<file path="src/design/pwi_pkg.sv">
// Shared constants, codes and controller/datapath interface types of the width interpolator.
package pwi_pkg;

  localparam int TABLE_DEPTH = 64;
  localparam int IDX_W       = $clog2(TABLE_DEPTH);
  localparam int CNT_W       = IDX_W + 1;
  localparam int FRAC_BITS   = 16;
  localparam int DIV_CNT_W   = $clog2(FRAC_BITS + 1);

  // Configuration register indexes.
  localparam logic [2:0] CFG_APP   = 3'd0;
  localparam logic [2:0] CFG_LOWER = 3'd1;
  localparam logic [2:0] CFG_UPPER = 3'd2;
  localparam logic [2:0] CFG_TOL   = 3'd3;
  localparam logic [2:0] CFG_COUNT = 3'd4;

  // Request commands.
  localparam logic CMD_LOAD  = 1'b0;
  localparam logic CMD_QUERY = 1'b1;

  // Table read address selection.
  localparam logic [1:0] RD_MID  = 2'd0;
  localparam logic [1:0] RD_LAST = 2'd1;
  localparam logic [1:0] RD_PREV = 2'd2;

  // Result selection.
  localparam logic [1:0] RES_ZERO   = 2'd0;
  localparam logic [1:0] RES_MATCH  = 2'd1;
  localparam logic [1:0] RES_W0     = 2'd2;
  localparam logic [1:0] RES_INTERP = 2'd3;

  typedef struct packed {
    logic       mem_we;
    logic       load_p;
    logic       rd_en;
    logic [1:0] rd_sel;
    logic       srch_upd;
    logic       cap_hi;
    logic       cap_lo;
    logic       div_init;
    logic       div_step;
    logic       mul;
    logic       res_en;
    logic [1:0] res_sel;
  } pwi_cmd_t;

  typedef struct packed {
    logic out_of_range;
    logic srch_done;
    logic lo_is_n;
    logic lo_is_zero;
    logic within_tol;
    logic span_le0;
    logic div_done;
  } pwi_stat_t;

endpackage

</file>
<file path="src/design/pwi_ctrl.sv">
// Controller: sequences table loads, the binary search and the interpolation steps.
module pwi_ctrl import pwi_pkg::*; (
  input  logic      clk,
  input  logic      rst_n,
  input  logic      start,
  input  logic      in_command,
  output logic      busy,
  input  pwi_stat_t stat,
  output pwi_cmd_t  cmd
);

  localparam logic [3:0] S_IDLE  = 4'd0;
  localparam logic [3:0] S_CHECK = 4'd1;
  localparam logic [3:0] S_SRD   = 4'd2;
  localparam logic [3:0] S_SCMP  = 4'd3;
  localparam logic [3:0] S_TEST1 = 4'd4;
  localparam logic [3:0] S_TEST0 = 4'd5;
  localparam logic [3:0] S_SPAN  = 4'd6;
  localparam logic [3:0] S_DIV   = 4'd7;
  localparam logic [3:0] S_FIN   = 4'd8;

  logic [3:0] state_r, state_nxt;

  assign busy = (state_r != S_IDLE);

  // Next state and datapath commands.
  always_comb begin
    state_nxt = state_r;
    cmd       = '0;
    unique case (state_r)
      S_IDLE: begin
        if (start) begin
          if (in_command == CMD_LOAD) begin
            cmd.mem_we = 1'b1;
          end else begin
            cmd.load_p = 1'b1;
            state_nxt  = S_CHECK;
          end
        end
      end
      S_CHECK: begin
        if (stat.out_of_range) begin
          cmd.res_en  = 1'b1;
          cmd.res_sel = RES_ZERO;
          state_nxt   = S_IDLE;
        end else begin
          state_nxt = S_SRD;
        end
      end
      S_SRD: begin
        cmd.rd_en = 1'b1;
        if (stat.srch_done) begin
          cmd.rd_sel = RD_LAST;
          state_nxt  = S_TEST1;
        end else begin
          cmd.rd_sel = RD_MID;
          state_nxt  = S_SCMP;
        end
      end
      S_SCMP: begin
        cmd.srch_upd = 1'b1;
        state_nxt    = S_SRD;
      end
      S_TEST1: begin
        if (stat.within_tol) begin
          cmd.res_en  = 1'b1;
          cmd.res_sel = RES_MATCH;
          state_nxt   = S_IDLE;
        end else if (stat.lo_is_n || stat.lo_is_zero) begin
          cmd.res_en  = 1'b1;
          cmd.res_sel = RES_ZERO;
          state_nxt   = S_IDLE;
        end else begin
          cmd.cap_hi = 1'b1;
          cmd.rd_en  = 1'b1;
          cmd.rd_sel = RD_PREV;
          state_nxt  = S_TEST0;
        end
      end
      S_TEST0: begin
        if (stat.within_tol) begin
          cmd.res_en  = 1'b1;
          cmd.res_sel = RES_MATCH;
          state_nxt   = S_IDLE;
        end else begin
          cmd.cap_lo = 1'b1;
          state_nxt  = S_SPAN;
        end
      end
      S_SPAN: begin
        if (stat.span_le0) begin
          cmd.res_en  = 1'b1;
          cmd.res_sel = RES_W0;
          state_nxt   = S_IDLE;
        end else begin
          cmd.div_init = 1'b1;
          state_nxt    = S_DIV;
        end
      end
      S_DIV: begin
        if (stat.div_done) begin
          cmd.mul   = 1'b1;
          state_nxt = S_FIN;
        end else begin
          cmd.div_step = 1'b1;
        end
      end
      S_FIN: begin
        cmd.res_en  = 1'b1;
        cmd.res_sel = RES_INTERP;
        state_nxt   = S_IDLE;
      end
      default: state_nxt = S_IDLE;
    endcase
  end

  always_ff @(posedge clk) begin
    if (!rst_n) begin
      state_r <= S_IDLE;
    end else begin
      state_r <= state_nxt;
    end
  end

endmodule

</file>
<file path="config.mk">
export PLATFORM = sky130hd
export DESIGN_NAME = pwi_ctrl
export DESIGN_NICKNAME = d
export VERILOG_FILES = /design/src/design/pwi_pkg.sv /design/src/design/pwi_ctrl.sv
export SDC_FILE = /design/constraint.sdc
export NUM_CORES = 1
export LEC_CHECK = 0
export BUFFER_PORTS_ARGS = -buffer_cell sky130_fd_sc_hd__buf_2
export CELL_PAD_IN_SITES_DETAIL_PLACEMENT = 1
export CELL_PAD_IN_SITES_GLOBAL_PLACEMENT = 2
export CORE_AREA = 4 4 52 54
export CTS_CLUSTER_DIAMETER = 50
export DETAILED_ROUTE_END_ITERATION = 10
export DIE_AREA = 0 0 56 58
export PLACE_DENSITY_LB_ADDON = 0.25
export SLEW_MARGIN = 5
export SYNTH_ARGS = -nofsm -noshare
export SYNTH_HDL_FRONTEND = slang
export SYNTH_SLANG_ARGS = --single-unit
</file>
<file path="constraint.sdc">
create_clock -name clk -period 1.9 [get_ports clk]
set_clock_uncertainty 0.1 [all_clocks]
set_input_delay 0.19 -clock clk [delete_from_list [all_inputs] [get_ports clk]]
set_output_delay 0.19 -clock clk [all_outputs]
set_load 0.01 [all_outputs]
</file>
; ---- Word-level counts from Yosys, hierarchy flattened
; Index checks and enable logic that the tools add are counted.
[classes]
eq_ne = 11
reduce_logical = 4
n_mux = 35
[ops]
columns = op, n
row1 = 2-to-1 mux 3 bit, 11
row2 = one-hot mux 4 bit (8 select lines), 1
row3 = == test 4 x 3 -> 1 bit (second input constant), 4
row4 = 2-to-1 mux 4 bit, 4
row5 = one-hot mux 3 bit (5 select lines), 1
row6 = 2-to-1 mux 1 bit, 13
row7 = == test 4 x 2 -> 1 bit (second input constant), 2
row8 = 2-to-1 mux 2 bit, 4
row9 = != test 2 bit (second input constant), 3
row10 = one-hot mux 3 bit (2 select lines), 1
row11 = == test 4 x 1 -> 1 bit (second input constant), 1
row12 = == test 4 bit (second input constant), 1
row13 = zero test 4 bit, 1
row14 = nonzero test 4 bit, 1
row15 = AND reduction 3 bit, 1
row16 = logical OR 1 bit, 1
[word_totals]
out_inout_bits = 15
in_bits = 11
word_cells = 51
register_bits = 4

; ---- Depth between registers and ports, before layout
[logic_depth]
word_depth = 4
mapped_depth = 5
depth_no_buf = 4

; ---- Worst setup path before layout
; Ideal clock, no wire load.
[synth_timing]
path_type = flip-flop to output port
from = register state_r[2]
to = output port cmd[10] (netlist bit)
t_required_ns = 1.610
path_stages_with_launch = 5
slack_ns = 0.314
n_path_buf = 1
arrival_time_ns = 1.296
path_cell_list = dfxtp_1 > nand2b_1 > or4b_4 > nor2_1 > buf_4
[synth_rtl]
columns = item, line
row1 = "start, declared", pwi_ctrl.sv:22  ; logic [3:0] state_r, state_nxt;
row2 = "start signal, assigned", pwi_ctrl.sv:121  ; state_r <= state_nxt;
row3 = "end, declared", pwi_ctrl.sv:9  ; output pwi_cmd_t cmd

==> metrics.cfg <==
[run_status]
status = finished clean

[sta]
hold_viol_final = 0
maxSlewViolCount = 0
final-setup-viol-count = 0
final.setup.tns_ps = 0
max_freq_mhz = 563
fin_crit_sh_pct = 93.5
relSlewSlack_pct = 64.3
grt_setup_unrepaired = false
tightest_slew_ps = 521
min_period_ps = 1780

[synth]
ys_top_cells_by_area = dfxtp_1, a21oi_1, nor2_1
ys_ff_latch = 4
netlist_area_um2 = 415
ys_types = 31
ys_warn_count = 0
synthArstFlopShare_pct = 0
synth_nets = 72
synthFlopType = dfxtp_1
postSynthAreaPerCell_um2 = 6.81
syn_inst = 61
synth_top_area_cell = dfxtp_1
synth_common_cells = a21oi_1, nor2_1, nand2_1
netlist.area_leader.share_pct = 19.3
synth_edf_count = 0
seq_area_frac_synth_pct = 19.3

[finish]
top_register = state_r
area_growth_pct = 42.2
nets = 99
fin_area_um2 = 591
drive_gt1_share_pct = 40.7
multiInputGateArea_um2 = 304
diodes = 0
top_regs = state_r x4
largest_reg_flops = 4
fillCellCount = 294
seq_area_um2 = 81.3

[setup_path]
path_cells = or4b_4 > a21oi_1 > buf_2
end_kind = output pin
required_ps = 1610
crit_fanout = 14
critical_path_class = reg2out
cpMaxStageDelayCell = or4b_4
start_kind = flop
cp.arrival_ps = 1490
max_stage_delay_ps = 590

[floorplan]
fp.dieH_um = 58
die_x_um = 56
design.die.area_um2 = 3250
design.core.area_um2 = 2210
io-pin-count = 26
initial_core_util_pct = 18.8
rows = 17

[global_routing]
antenna_found_initial = 0
grt.total_usage_pct = 9.01
grt_pass1_vias = 530
grt_pass1_wl_um = 2280
grt_max_degree = 15
overflow = 0

[cts]
cts_tree = yes
cts_buffers = 3
cts_root_buffer = clkbuf_4
clock_sinks = 4
postCtsSetupBuffers = 0
postCtsHoldBufs = 0
cts-resized-gates = 0
clk_pin_slew_ps = 40
clk_latency_ps = 230
htreeDepth = 1
clockBufferDepth = 2

[job]
maxCapViolations = 0

[route]
wl_um = 1380
wl_per_cell_um = 12.1
antenna_left = 0
first_pass_iters = 2
remaining_drc_errors = 0
drt-initial-drc-count = 1
vias = 522
via_per_inst = 4.58

[power_and_ir_drop]
ir_worst_vdd_v = 0.000289
power.switching_mw = 0.0805
power.density_nw_per_um2 = 465
leakagePower_nw = 0.295
clkPwrFrac_pct = 38.2
p_comb_share_pct = 27.2
sequentialPowerShare_pct = 34.7
swShare_pct = 29.3
internal_power_mw = 0.194

[place]
place_congestion = 0.638
post_dp_cell_area_um2 = 564
place_hpwl_um = 1130
io_buffers = 25

[hold_path]
hp-class = in2reg

[cells in the final DEF (no fill, tap or decap), drive strengths merged, types with 2 or more instances in the layout]
master  instances
nor3b           3
nor3            3
nor2            7
dfxtp           4
inv             2
clkbuf          3
nand2b          4
buf            27
nand2           6
o21ai           2
and3            2
a21oi           7
[logic make-up (layout without fill, tap and decap cells)]
| kind of cell | count (synthesis) | count (layout) | share of synthesized area, % |
|---|---|---|---|
| and+or+nand+nor | 34 | 34 | 47.0 |
| buffers and inverters | 7 | 32 | 8.13 |
| AOI/OAI and AO/OA | 15 | 15 | 23.2 |
| DFF | 4 | 4 | 19.3 |
| muxes | 1 | 1 | 2.41 |
[routing by layer]
layer	track usage (%)	vias up	routed length, um
met1	10.7	238	602
met5	0	-	0
met2	15.4	13	715
li1	-	269	-
met3	0.891	2	56
met4	6.10	0	8
[critical path, delay by kind of cell, from the launching register on]
family | cells | cell delay, ps
AOI/OAI and AO/OA | 1 | 140
and+or+nand+nor | 1 | 590
buffers and inverters | 1 | 140
DFF | 1 | 380
[final timing paths]
kind | start | to | slack [ps] | cells past startpoint
setup / recovery | state_r[1] | cmd[11] | 120 | 3
hold / removal | rst_n | state_r[0] | 80 | 2
setup reg to reg | state_r[0] | state_r[0] | 420 | 4
hold reg to reg | state_r[2] | state_r[1] | 570 | 3
[per-stage QoR]
stage	util [%]	power (mW)	cells	setup WS [ps]	hold slack, ps
4_1_cts	26.5	0.283	114	12.0	77.1
3_5_place_dp	25.5	0.172	111	270	327
5_1_grt	26.7	0.305	114	32.9	96.7
6_report	26.7	0.275	114	124	84.4
3_3_place_gp	25.5	0.172	111	307	324
2_1_floorplan	-	0.139	61	314	208
[power groups by stage]
stage,registers (mW),clock network (mW),logic [mW]
global route,0.0966,0.122,0.0866
global placement,0.0967,0,0.0751
floorplan,0.0915,0,0.0475
detailed placement,0.0965,0,0.0755
CTS,0.0952,0.112,0.0760
finish,0.0953,0.105,0.0747
[layout make-up]
type,count,share of cell area (%)
Clock buffer,3,3.81
Inverter,2,1.27
Multi-Input combinational cell,50,51.5
Sequential cell,4,13.8
Tap cell,28,5.93
Timing Repair Buffer,27,23.7
Power figures use the tool's default switching activity.
